--- src/rtl/lfmv_pkg.sv ---
package lfmv_pkg;

  localparam int MAX_DIM_DEF = 8;
  localparam int OPERAND_W   = 32;
  localparam int PROD_W      = 2 * OPERAND_W;
  localparam int FRAC_W      = 16;
  localparam int DIM_W       = 4;
  localparam int SEL_W       = 3;
  localparam int LEN_W       = 4;
  localparam int APB_DW      = 32;
  localparam int APB_AW      = 3;

  localparam logic [DIM_W-1:0] DIM_RESET = 4'd1;
  localparam logic             REG_DIMENSION = 1'b0;

  typedef enum logic {
    ACT_COEF = 1'b0,
    ACT_VEC  = 1'b1
  } action_e;

  typedef enum logic {
    STATUS_OK      = 1'b0,
    STATUS_LEN_ERR = 1'b1
  } status_e;

  typedef enum logic [2:0] {
    ST_IDLE,
    ST_ISSUE,
    ST_DRAIN,
    ST_LOAD,
    ST_ERR
  } ctrl_state_e;

  typedef struct packed {
    logic wr_coef;
    logic wr_vec;
    logic issue;
    logic first;
    logic last;
    logic load_row;
    logic last_row;
    logic load_err;
  } cmd_t;

  typedef struct packed {
    logic acc_done;
    logic out_free;
  } sts_t;

endpackage

--- src/rtl/lfmv_ctrl.sv ---
module lfmv_ctrl #(
  parameter int MAX_DIM = lfmv_pkg::MAX_DIM_DEF,
  parameter int IDX_W   = (MAX_DIM > 1) ? $clog2(MAX_DIM) : 1
) (
  input  logic                          clk_i,
  input  logic                          rst_ni,
  input  logic                          in_valid_i,
  input  lfmv_pkg::action_e             in_action_i,
  input  logic                          in_last_i,
  input  logic [lfmv_pkg::LEN_W-1:0]    in_len_i,
  input  logic [lfmv_pkg::DIM_W-1:0]    dim_i,
  input  lfmv_pkg::sts_t                sts_i,
  output logic                          in_ready_o,
  output lfmv_pkg::cmd_t                cmd_o,
  output logic [IDX_W-1:0]              row_o,
  output logic [IDX_W-1:0]              col_o
);
  import lfmv_pkg::*;

  localparam int CW = IDX_W + DIM_W + 1;
  localparam logic [CW-1:0] MAX_DIM_C = CW'(MAX_DIM);

  ctrl_state_e      state_q, state_d;
  logic [IDX_W-1:0] row_q, row_d;
  logic [IDX_W-1:0] col_q, col_d;
  logic             accept;
  logic             dim_bad;
  logic             col_end;
  logic             row_end;

  assign accept  = in_valid_i && in_ready_o;
  assign dim_bad = (dim_i == '0) || (CW'(dim_i) > MAX_DIM_C) ||
                   (CW'(in_len_i) != CW'(dim_i));
  assign col_end = (CW'(col_q) + CW'(1)) == CW'(dim_i);
  assign row_end = (CW'(row_q) + CW'(1)) == CW'(dim_i);
  assign row_o   = row_q;
  assign col_o   = col_q;

  always_ff @(posedge clk_i or negedge rst_ni) begin
    if (!rst_ni) begin
      state_q <= ST_IDLE;
      row_q   <= '0;
      col_q   <= '0;
    end else begin
      state_q <= state_d;
      row_q   <= row_d;
      col_q   <= col_d;
    end
  end

  always_comb begin
    state_d    = state_q;
    row_d      = row_q;
    col_d      = col_q;
    in_ready_o = 1'b0;
    cmd_o      = '0;
    unique case (state_q)
      ST_IDLE: begin
        in_ready_o = 1'b1;
        if (accept) begin
          cmd_o.wr_coef = (in_action_i == ACT_COEF);
          cmd_o.wr_vec  = (in_action_i == ACT_VEC);
          if (in_action_i == ACT_VEC && in_last_i) begin
            if (dim_bad) begin
              state_d = ST_ERR;
            end else begin
              row_d   = '0;
              col_d   = '0;
              state_d = ST_ISSUE;
            end
          end
        end
      end
      ST_ISSUE: begin
        cmd_o.issue = 1'b1;
        cmd_o.first = (col_q == '0);
        cmd_o.last  = col_end;
        col_d       = col_q + IDX_W'(1);
        if (col_end) begin
          state_d = ST_DRAIN;
        end
      end
      ST_DRAIN: begin
        if (sts_i.acc_done) begin
          state_d = ST_LOAD;
        end
      end
      ST_LOAD: begin
        if (sts_i.out_free) begin
          cmd_o.load_row = 1'b1;
          cmd_o.last_row = row_end;
          if (row_end) begin
            state_d = ST_IDLE;
          end else begin
            row_d   = row_q + IDX_W'(1);
            col_d   = '0;
            state_d = ST_ISSUE;
          end
        end
      end
      ST_ERR: begin
        if (sts_i.out_free) begin
          cmd_o.load_err = 1'b1;
          state_d        = ST_IDLE;
        end
      end
      default: begin
        state_d = ST_IDLE;
      end
    endcase
  end

endmodule

--- config.mk ---
export PLATFORM = sky130hd
export DESIGN_NAME = lfmv_ctrl
export DESIGN_NICKNAME = d
export VERILOG_FILES = /design/src/rtl/lfmv_pkg.sv /design/src/rtl/lfmv_ctrl.sv
export SDC_FILE = /design/constraint.sdc
export NUM_CORES = 1
export LEC_CHECK = 0
export BUFFER_PORTS_ARGS = -buffer_cell sky130_fd_sc_hd__buf_2
export CELL_PAD_IN_SITES_DETAIL_PLACEMENT = 1
export CELL_PAD_IN_SITES_GLOBAL_PLACEMENT = 2
export CORE_UTILIZATION = 28
export DETAILED_ROUTE_END_ITERATION = 6
export GPL_ROUTABILITY_DRIVEN = 0
export MAX_ROUTING_LAYER = met4
export PLACE_DENSITY = 0.86
export SYNTH_ARGS = -nofsm -noshare
export SYNTH_HDL_FRONTEND = slang
export SYNTH_SLANG_ARGS = --single-unit
--- constraint.sdc ---
create_clock -name clk_i -period 2.2 [get_ports clk_i]
set_input_delay 0.22 -clock clk_i [delete_from_list [all_inputs] [get_ports clk_i]]
set_output_delay 0.22 -clock clk_i [all_outputs]
set_load 0.02 [all_outputs]
* Yosys cells after proc, flatten, opt, wreduce, memory -nomap -nowiden
Index checks and enable logic that the tools add are counted.
Storage, ports and cells: bits in registers 9, input bits 15, output and inout port bits 15, logic and storage cells 62
Cells by class: add/subtract/negate cells 4, $lt $le $gt $ge 1, equal/unequal tests 15, muxes and demuxes 26, bitwise gates (word level) 1, reduce and logical (&&, ||, !) cells 12
Operators by type and width (count):
- two-way mux 3 bit | 15
- AND reduction 6 bit | 3
- inequality test 2 bit (second input constant) | 8
- one-hot mux 3 bit (5 select lines) | 1
- one-hot mux 3 bit (3 select lines) | 1
- adder 3 x 1 -> 4 bit (second input constant) | 2
- == test 4 bit | 2
- two-way mux 2 bit | 4
- adder 3 x 1 -> 3 bit (second input constant) | 2
- == test 3 x 2 -> 1 bit (second input constant) | 2
- zero test 3 bit | 2
- one-hot mux 3 bit (2 select lines) | 1
- > comparator 4 bit (second input constant) | 1
- zero test 4 bit | 1
- two-way mux 1 bit | 4
- inequality test 4 bit | 1
- == test 3 x 1 -> 1 bit (second input constant) | 1
- == test 3 bit (second input constant) | 1
- nonzero test 3 bit | 1
- logical AND 1 bit | 2
- logical OR 1 bit | 2
- nonzero test 2 bit | 1
- inverter 1 bit | 1

* Logic depth before layout (Yosys ltp)
Gate-level depths: netlist of the first run.
depth in word-level cells 7, depth in mapped cells 7, depth with buffers taken out 7

* Worst setup path after synthesis of the first run
Ideal clock, no wire load.
path type register -> register, start register row_q[0], in the netlist row_o[0], end register row_q[0], in the netlist row_o[0], library setup time 0.125 ns, data arrival time 1.691 ns, data required time 2.075 ns, setup slack 0.384 ns, stages on the path, launching flop included 7, buffers on the path 0, period minus slack after synthesis 1.816 ns, cells stage by stage dfrtp_1 -> ha_1 -> xor2_1 -> nor2_1 -> a31oi_1 -> a31oi_4 -> mux2_4
On the way: word-level cells in the longest chain between the ends 4, elaborated cells between the ends (all ways) 8, classes of those cells 2 x add/sub; 2 x eq/ne; 3 x mux; 1 x reduce/logical
Ends and longest elaborated chain:
- start: declaration | RTL line lfmv_ctrl.sv:24 | logic [IDX_W-1:0] row_q, row_d;
- start signal: assignment | RTL line lfmv_ctrl.sv:46 | row_q <= row_d;
- adder 3 x 1 -> 4 bit / adder 3 x 1 -> 3 bit (equally long branches) | RTL line lfmv_ctrl.sv:35, lfmv_ctrl.sv:95
- == test 4 bit / two-way mux 3 bit (equally long branches) | RTL line lfmv_ctrl.sv:35, lfmv_ctrl.sv:92
- inequality test 2 bit (no line) / two-way mux 3 bit (equally long branches)
- AND reduction 6 bit (no line) / one-hot mux 3 bit (2 select lines) (equally long branches)
Parallel ways exist; a longest one is shown, timed or not. The select of a mux whose other input is x is not followed. A chain may end at the register's enable or synchronous reset.

==> qor.yml, run 1 <==
setup_slack_ps: 82.4
drv_cap: 0
crit_chain: "ha_1 > xor2_1 > nor2_1 > and3_1 > and2_1 > buf_2"
antenna_found_initial: 0
setup_viol: 0
crit_required_ps: 1980
io_buffers: 29
drc: 3
hold_violations: 0
synth.avg_cell_area_um2: 8.78
post-place-ws_ps: 309
synth_fp_nets: 118
violations: "design-rule violations"
clockRootBuffer: "clkbuf_4"
avgRoutedWirePerCell_um: 14.6
die_h_um: 58.0
area_delta_synth_final_pct: 20.7
drtIter0Drc: 24
cts_buffers: 3
ir_drop_v: 0.000426
end_kind: "output port"
cts_buffer_depth: 2
tightestPinTransition_ps: 455
path_max_fanout: 5
synth_area_um2: 878
ant_nets: 0
insertion_delay_ps: 260
dr.pass1.iters: 6
finalSetupTns_ps: 0
cp_top_family: "simple AND/OR/NAND/NOR gates"
final_nets: 149
cp.arrival_ps: 1900
synth-seq-cells: 9
ys_top_cells_by_area: "dfrtp_1 26%, xor2_1 9.0%, xnor2_1 5.0%, ha_1 4.3%, nand2_1 4.3%"
synthCells: 100
num_rows: 19
yosys_warnings: 0
worstSetupPathType: "flip-flop to output port"
crit_path_start_kind: "flip-flop"
htree_levels: 1
die_width_um: 58.0
dp_hpwl_um: 1930
hp-class: "primary input to asynchronous set/reset pin"
max_freq_mhz: 472
die_area_um2: 3370
slew_viol_final: 0
crit_slowest_cell: "dfrtp_2"
num-fill-cells: 360
hold_ws_ps: 334
p_int_mw: 0.437
comb_power_share_pct: 49.0
post_cts_buffers: 0
coreArea_um2: 2850
sequentialPowerShare_pct: 33.5
cts.clk_slew.worst_paths_ps: 80
placed_cells: 156
fin_util_pct: 37.1
final_layout_size_suffix_gt1_share_pct: 33.1
cts_tree: "done"
ios: 30
finClkSkew_ps: 4.77
cpPeakStageDelay_ps: 450
cts_num_sinks: 9
period_share_pct: 96.3
grt_max_degree: 13
final_cells: 161
wl_um: 2350
yosysTopAreaCellShare_pct: 25.6
grt_pass1_wl_um: 3960
viasPerCell: 5.30
grt.overflow.total: 0
swShare_pct: 46.0
antenna_cells: 0
gr-usage-all-layers_pct: 16.0
grt_pass1_vias: 820
yosysSeqAreaShare_pct: 25.6
num_vias: 853
leakage_nw: 0.519
switchingPower_mw: 0.372
fin_crit_ps: 2120
power_frac_clock_pct: 17.5
path_buf_inv: 1
ys_types: 36
start_util_pct: 30.8
yosys.area.top_type: "dfrtp_1"
power-per-cell-area_nw_per_um2: 764
status: "finished with violations"
maxSlewHeadroom_pct: 69.5
==> cell families (layout without fill, tap and decap cells) <==
group | Yosys count | count (layout) | synth area share, %
buf+inv | 9 | 39 | 6.84
compound gates | 21 | 21 | 18.2
simple gates | 42 | 42 | 27.5
flops | 9 | 9 | 25.6
mux | 1 | 1 | 1.71
fa+ha+maj | 3 | 3 | 4.27
xor+xnor | 15 | 15 | 15.8
==> final cells by class <==
cell class | instances | area, um2 | area share [%]
well taps | 31 | 38.8 | 3.66
repair buffers | 30 | 155 | 14.6
flip-flops and latches | 9 | 228 | 21.5
clock buffers | 4 | 26.3 | 2.48
inverters | 5 | 18.8 | 1.77
multi-input cells | 82 | 593 | 56.0
==> sequential cells by signal, indices dropped and copies added, names as in the netlist <==
signal / count
col_o: 3
row_o: 3
state_q: 3
==> cell usage after synthesis <==
library cell,number
a22o_2,1
o21ai_0,4
xor2_1,9
xnor2_1,5
nand3b_1,1
nand2_1,10
and3_2,1
o22ai_1,3
nand2b_1,1
a31oi_1,3
a21oi_1,3
a32o_1,1
nand4_1,2
inv_1,5
nand3_1,5
xor2_2,1
and2_1,3
nor2b_1,2
ha_1,3
a311oi_1,2
clkbuf_8,1
clkbuf_2,1
and3_1,4
nor3_1,1
o31ai_2,1
o2bb2ai_1,1
nor2_1,8
mux2_4,1
buf_6,2
nor3_4,1
nor4_4,1
o31ai_1,1
and2_4,1
nor3b_1,1
a31oi_4,1
dfrtp_1,9
==> power groups by stage <==
stage | Clock [mW] | Combinational (mW) | Sequential [mW]
2_1_floorplan | 0 | 0.279 | 0.275
3_3_place_gp | 0 | 0.394 | 0.272
3_5_place_dp | 0 | 0.401 | 0.273
4_1_cts | 0.145 | 0.405 | 0.270
5_1_grt | 0.153 | 0.443 | 0.282
6_report | 0.141 | 0.397 | 0.271
==> worst paths after layout <==
kind / start / to / slack (ps) / cells after the start
max: row_o[0] / cmd_o[1] / 80 / 6
min: rst_ni / row_o[1] / 330 / 2
max reg2reg: row_o[0] / row_o[0] / 330 / 6
min reg2reg: row_o[1] / row_o[1] / 580 / 1
max in group asynchronous: rst_ni / col_o[0] / 1650 / 2
min in group clk_i: sts_i[0] / state_q[2] / 350 / 3
==> layer usage <==
metal	routed length [um]	part of all wire [%]	track usage, %
met5	0	0	-
met4	13	0.55	4.08
met3	78	3.3	3.35
met2	1190	50	26.3
met1	1070	46	20.1
==> metrics by stage <==
stage / instance area, um2 / power, mW
floorplan: 878 / 0.554
global placement: 1020 / 0.666
detailed placement: 1020 / 0.674
CTS: 1060 / 0.820
global route: 1060 / 0.878
finish: 1060 / 0.809
==> repair_timing <==
item	4_1_cts	5_1_grt
endpoints found under the hold margin	9	0
endpoints found under the setup margin	0	2
hold buffers	1	0
resized for setup	0	2
==> cells in the final DEF, fill, tap and decap left out, types with 2 or more instances in the layout <==
cell      synthesis  routed
clkbuf_4          0       3
buf_2             0      29
nand4_1           2       2
nor2b_1           2       2
nand2_1          10      10
nor2_1            8       8
inv_1             5       5
ha_1              3       3
a21oi_1           3       3
dfrtp_1           9       7
dfrtp_2           0       2
and2_1            3       3
nand3_1           5       5
xor2_1            9       9
a31oi_1           3       3
o21ai_0           4       4
a311oi_1          2       2
o22ai_1           3       3
xnor2_1           5       5
and3_1            4       4
Note: power is estimated with default switching activity, not from simulation.
==> run 2, diff against run 1 <==
--- a/config.mk
+++ b/config.mk
@@ -8,6 +8,7 @@
 export BUFFER_PORTS_ARGS = -buffer_cell sky130_fd_sc_hd__buf_2
 export CELL_PAD_IN_SITES_DETAIL_PLACEMENT = 1
 export CELL_PAD_IN_SITES_GLOBAL_PLACEMENT = 2
+export CORE_ASPECT_RATIO = 1.1
 export CORE_UTILIZATION = 28
 export DETAILED_ROUTE_END_ITERATION = 6
 export GPL_ROUTABILITY_DRIVEN = 0
==> run 2 against run 1 <==
The run now ends clean. First-iteration DRC count shrank 79%. Design area rose by 0.59%. Worst setup slack improved by 2.0 ps. Fmax about the same. Register-to-register slack got worse by 30 ps. Clock-buffer cell count did not move. Sequential share of layout area decreased by 0.24 points. Utilization decreased by 0.11 points. Routed wire length up 0.30%. Clock skew rose by 3.9 ps. Largest power group unchanged. Sequential power up 1%. Critical endpoint unchanged. Non-clock buffer count stayed put.
==> qor.yml, run 2 (synthesis results as in run 1) <==
tightestPinTransition_ps: 455  # +0.00489 ps
ant_nets: 0  # unchanged
die_h_um: 60.7  # +4.7%
gr-usage-all-layers_pct: 15.8  # -0.23 points
multi_input_area_um2: 598  # +0.84%
grt_pass1_wl_um: 4010  # +1.2%
crit_slowest_cell: "dfrtp_1"
route.met2.wl_um: 1160  # -2.4%
fin_util_pct: 37.0  # -0.11 points
p_int_mw: 0.438  # +0.12%
cp.arrival_ps: 1900  # about the same
ios: 30  # unchanged
crit_path_start_kind: "flip-flop"
cts_buffers: 3  # unchanged
final_common_cell: "buf_2"
final_nets: 149  # unchanged
coreArea_um2: 2880  # +0.88%
drtIter0Drc: 5  # -79%
max_freq_mhz: 473  # about the same
ir_drop_v: 0.000397  # -6.7%
dr.pass1.iters: 4  # -2
viasPerCell: 5.37  # +1.3%
die_area_um2: 3370  # about the same
area_delta_synth_final_pct: 21.4
cts_num_sinks: 9  # unchanged
worstSetupPathType: "flip-flop to output port"
grt.overflow.total: 0  # unchanged
finClkSkew_ps: 8.67  # +3.90 ps
die_width_um: 55.4  # -4.5%
power_frac_clock_pct: 16.5  # -1.0 points
antenna_cells: 0  # unchanged
drv_cap: 0  # unchanged
htree_levels: 1  # unchanged
grt_max_degree: 13  # unchanged
path_max_fanout: 5  # unchanged
swShare_pct: 46.5  # +0.49 points
grt_pass1_vias: 908  # +11%
drc: 0  # -3
num-fill-cells: 352  # -2.2%
cts_buffer_depth: 2  # unchanged
hold_violations: 0  # unchanged
num_rows: 20  # +1
switchingPower_mw: 0.380  # +2.1%
cp_top_family: "simple AND/OR/NAND/NOR gates"
setup_viol: 0  # unchanged
end_kind: "output port"
leakage_nw: 0.519  # about the same
cpPeakStageDelay_ps: 450  # about the same
cts_tree: "done"
antenna_found_initial: 0  # unchanged
power-per-cell-area_nw_per_um2: 767  # +0.45%
top_layer: "met4"
layout_common_cells: "29 x buf_2, 10 x nand2_1, 9 x xor2_1"
crit_required_ps: 1980  # about the same
seq_area_um2: 226  # -0.55%
comb_power_share_pct: 49.8  # +0.8 points
wl_um: 2360  # +0.30%
maxSlewHeadroom_pct: 69.5  # about the same
period_share_pct: 96.2  # about the same
num_vias: 875  # +2.6%
hp-class: "primary input to asynchronous set/reset pin"
avgRoutedWirePerCell_um: 14.5  # -0.93%
cts.clk_slew.worst_paths_ps: 70  # about the same
dp_hpwl_um: 1840  # -4.7%
crit_chain: "ha_1 > xor2_1 > nor2_1 > and3_4 > and2_1 > buf_2"
clockRootBuffer: "clkbuf_4"
final_layout_size_suffix_gt1_share_pct: 33.1  # unchanged
sequentialPowerShare_pct: 33.7  # +0.2 points
wl_met3_um: 106  # +36%
finalSetupTns_ps: 0  # unchanged
rsz0062_at_grt: "no"
post_cts_buffers: 0  # unchanged
io_buffers: 29  # unchanged
insertion_delay_ps: 270  # about the same
wirelength_met1_um: 1040  # -2.9%
path_buf_inv: 1  # unchanged
start_util_pct: 30.5  # -0.27 points
slew_viol_final: 0  # unchanged
status: "finished, final reports clean"
fin_crit_ps: 2120  # -2.03 ps
run 2: path summary, 6_finish.rpt:
kind	from	to	slack (ps)	cells past startpoint
min in group clk_i	sts_i[0]	state_q[2]	350	3
hold / removal	rst_ni	row_o[0]	340	2
setup / recovery	row_o[0]	cmd_o[1]	80	6
hold reg to reg	row_o[1]	row_o[1]	570	1
max in group asynchronous	rst_ni	col_o[0]	1640	2
setup reg to reg	row_o[0]	row_o[0]	300	6
run 2: stage by stage:
step	hold slack, ps	total power, mW	instances	area (um2)	setup WS, ps
4_1_cts	342	0.820	163	1060	45.7
5_1_grt	357	0.883	163	1070	2.17
3_3_place_gp	94.0	0.669	158	1020	379
2_1_floorplan	-75.6	0.554	100	878	384
3_5_place_dp	93.6	0.682	158	1020	292
6_report	343	0.818	163	1070	84.4
run 2: routing by layer:
metal,global-route usage [%],vias up
met5,-,-
met4,6.79,0
met3,3.41,6
met2,27.5,27
met1,17.8,424
li1,-,418
run 2: final cells by class:
class | count | area share (%)
Tap cell | 33 | 3.87
Clock buffer | 4 | 2.46
Timing Repair Buffer | 30 | 14.6
Sequential cell | 9 | 21.2
Inverter | 5 | 1.76
Multi-Input combinational cell | 82 | 56.1
run 2: worst register-to-register path, stage by stage, from the launching register on:
cell and delay, ps:
dfrtp_1 450, ha_1 350, xor2_1 150, nor2_1 80, a31oi_1 410, a31oi_4 70
mux2_4 270
run 2: power by group through the flow:
stage          clock network (mW)  registers, mW  logic [mW]
2_1_floorplan                   0          0.275       0.279
3_3_place_gp                    0          0.273       0.396
3_5_place_dp                    0          0.275       0.408
4_1_cts                     0.135          0.271       0.414
5_1_grt                     0.145          0.284       0.453
6_report                    0.135          0.275       0.407
run 2: repair_timing:
item                                   in CTS  in global routing
setup endpoints to repair                   0                  2
hold buffers                                1                  0
resized for setup                           0                  2
endpoints found under the hold margin       9                  0
==> run 3, diff against run 2 <==
==> constraint.sdc (replaced) <==
create_clock -name clk_i -period 2.2 [get_ports clk_i]
set_input_delay 0.44 -clock clk_i [delete_from_list [all_inputs] [get_ports clk_i]]
set_output_delay 0.44 -clock clk_i [all_outputs]
set_load 0.02 [all_outputs]
==> run 3 against run 2 <==
Sequential share of layout area shrank 1.6 points. Power is 6.3% higher. Worst setup slack worse by 35 ps. Via count increased by 1.7%. Critical path depth did not move. Design area up 9.3%. Clock-buffer cell count unchanged. Combinational power grew 13%.
==> qor.yml, run 3 (synthesis results as in run 1) <==
viasPerCell: 5.24  # -2.5%
final_area_um2: 1160  # +9.3%
ios: 30  # unchanged
p_int_mw: 0.476  # +8.8%
setup_slack_ps: 49.0  # -35.5 ps
cts_num_sinks: 9  # unchanged
switchingPower_mw: 0.394  # +3.6%
wl_um: 2580  # +9.4%
power_frac_clock_pct: 15.7  # -0.8 points
final_nets: 156  # +4.7%
final_cells: 170  # +4.3%
swShare_pct: 45.3  # -1.2 points
leakage_nw: 0.548  # +5.7%
dp_hpwl_um: 1860  # +1.4%
fin_crit_ps: 2150  # +35.5 ps
die_area_um2: 3370  # unchanged
die_h_um: 60.7  # unchanged
tightestPinTransition_ps: 454  # -1.45 ps
clockRootBuffer: "clkbuf_4"
status: "finished, final reports clean"
htree_levels: 1  # unchanged
die_width_um: 55.4  # unchanged
worstSetupPathType: "flip-flop to output port"
power-per-cell-area_nw_per_um2: 747  # -2.7%
hp-class: "primary input to asynchronous set/reset pin"
power_mw: 0.870  # +6.3%
final_layout_size_suffix_gt1_share_pct: 43.8  # +11 points
num-fill-cells: 359  # +2.0%
setup_viol: 0  # unchanged
antenna_cells: 0  # unchanged
grt_pass1_vias: 910  # +0.22%
coreArea_um2: 2880  # unchanged
layout_common_cells: "27 x buf_2, 10 x nand2_1, 9 x buf_4"
cts.clk_slew.worst_paths_ps: 70  # about the same
period_share_pct: 97.8  # +1.6 points
ir_drop_v: 0.000542  # +36%
sequentialPowerShare_pct: 31.5  # -2.2 points
end_kind: "output port"
io_buffers: 29  # unchanged
dr.pass1.iters: 4  # unchanged
ant_nets: 0  # unchanged
crit_required_ps: 1760  # -220 ps
gr-usage-all-layers_pct: 16.4  # +0.59 points
final_common_cell: "buf_2"
maxSlewHeadroom_pct: 69.6  # +0.097 points
cp.arrival_ps: 1710  # -190 ps
crit_path_start_kind: "flip-flop"
postCtsHoldBufs: 0  # -1
place_area_um2: 1020  # unchanged
slew_viol_final: 0  # unchanged
grt.overflow.total: 0  # unchanged
avgRoutedWirePerCell_um: 15.2  # +4.9%
cts_buffer_depth: 2  # unchanged
start_util_pct: 30.5  # unchanged
max_freq_mhz: 465  # -1.6%
num_vias: 890  # +1.7%
path_max_fanout: 3  # -2
insertion_delay_ps: 270  # about the same
drv_cap: 0  # unchanged
rsz0062_at_grt: "yes"
grt_max_degree: 13  # unchanged
cts_tree: "done"
area_delta_synth_final_pct: 32.6
hold_violations: 0  # unchanged
drtIter0Drc: 11  # +6
placed_cells: 158  # unchanged
num_rows: 20  # unchanged
post-place-ws_ps: 149  # -143 ps
antenna_found_initial: 0  # unchanged
drc: 0  # unchanged
grt_pass1_wl_um: 4150  # +3.6%
finClkSkew_ps: 2.03  # -6.63 ps
comb_power_share_pct: 52.8  # +3.0 points
cts_buffers: 3  # unchanged
==> run 3: cell types whose count changed in the layout (fill, tap and decap cells not counted), moves of 2 or more <==
cell,before,now
ha_1,3,0
ha_4,0,2
buf_4,0,9
buf_2,29,27
inv_1,5,3
dfrtp_2,1,3
inv_2,0,2
dfrtp_1,8,6
==> run 3: final cells by class <==
| type | instances | area (um2) | share of cell area (%) |
|---|---|---|---|
| sequential | 9 | 229 | 19.7 |
| tap | 33 | 41.3 | 3.54 |
| clock buffer | 4 | 26.3 | 2.26 |
| timing repair buffer | 37 | 214 | 18.4 |
| multi-input combinational | 82 | 636 | 54.6 |
| inverter | 5 | 18.8 | 1.61 |
==> run 3: final timing paths <==
check	endpoint	start	cells past startpoint	slack (ps)
max in group asynchronous	row_o[1]	rst_ni	1	1960
min in group clk_i	state_q[2]	sts_i[0]	3	570
max reg2reg	row_o[0]	row_o[1]	8	130
min reg2reg	col_o[1]	col_o[1]	2	630
min	col_o[1]	rst_ni	1	20
max	cmd_o[1]	row_o[1]	6	50
==> run 3: worst max-delay path: stages, from the launching register on <==
cell     delay (ps)
dfrtp_2         430
ha_4            250
xor2_1          140
nor2_1          150
and3_4          220
and2_4          140
buf_6           110
==> run 3: layer usage <==
metal	vias up	part of all wire, %	GRT usage [%]
li1	431	-	-
met1	437	43	16.9
met2	20	52	32.2
met3	2	4.7	5.12
met4	0	0.31	1.07
met5	-	0	-
==> run 3: timing repair <==
item	in CTS	in global routing
resized for setup	6	8
setup buffers	3	5
pin swaps	2	6
setup endpoints to repair	2	3
==> run 3: power groups by stage <==
stage | clock, mW | combinational, mW | sequential, mW
2_1_floorplan | 0 | 0.279 | 0.275
3_3_place_gp | 0 | 0.390 | 0.269
3_5_place_dp | 0 | 0.403 | 0.274
4_1_cts | 0.140 | 0.435 | 0.273
5_1_grt | 0.147 | 0.503 | 0.280
6_report | 0.137 | 0.459 | 0.274
==> run 3: stage by stage <==
stage	setup TNS, ps	hold WS, ps	util, %
after floorplan	0	144	-
after global placement	0	312	35.6
after detailed placement	0	315	35.6
after CTS	0	26.2	38.5
after global routing	-56.6	29.0	40.5
final	0	24.2	40.5
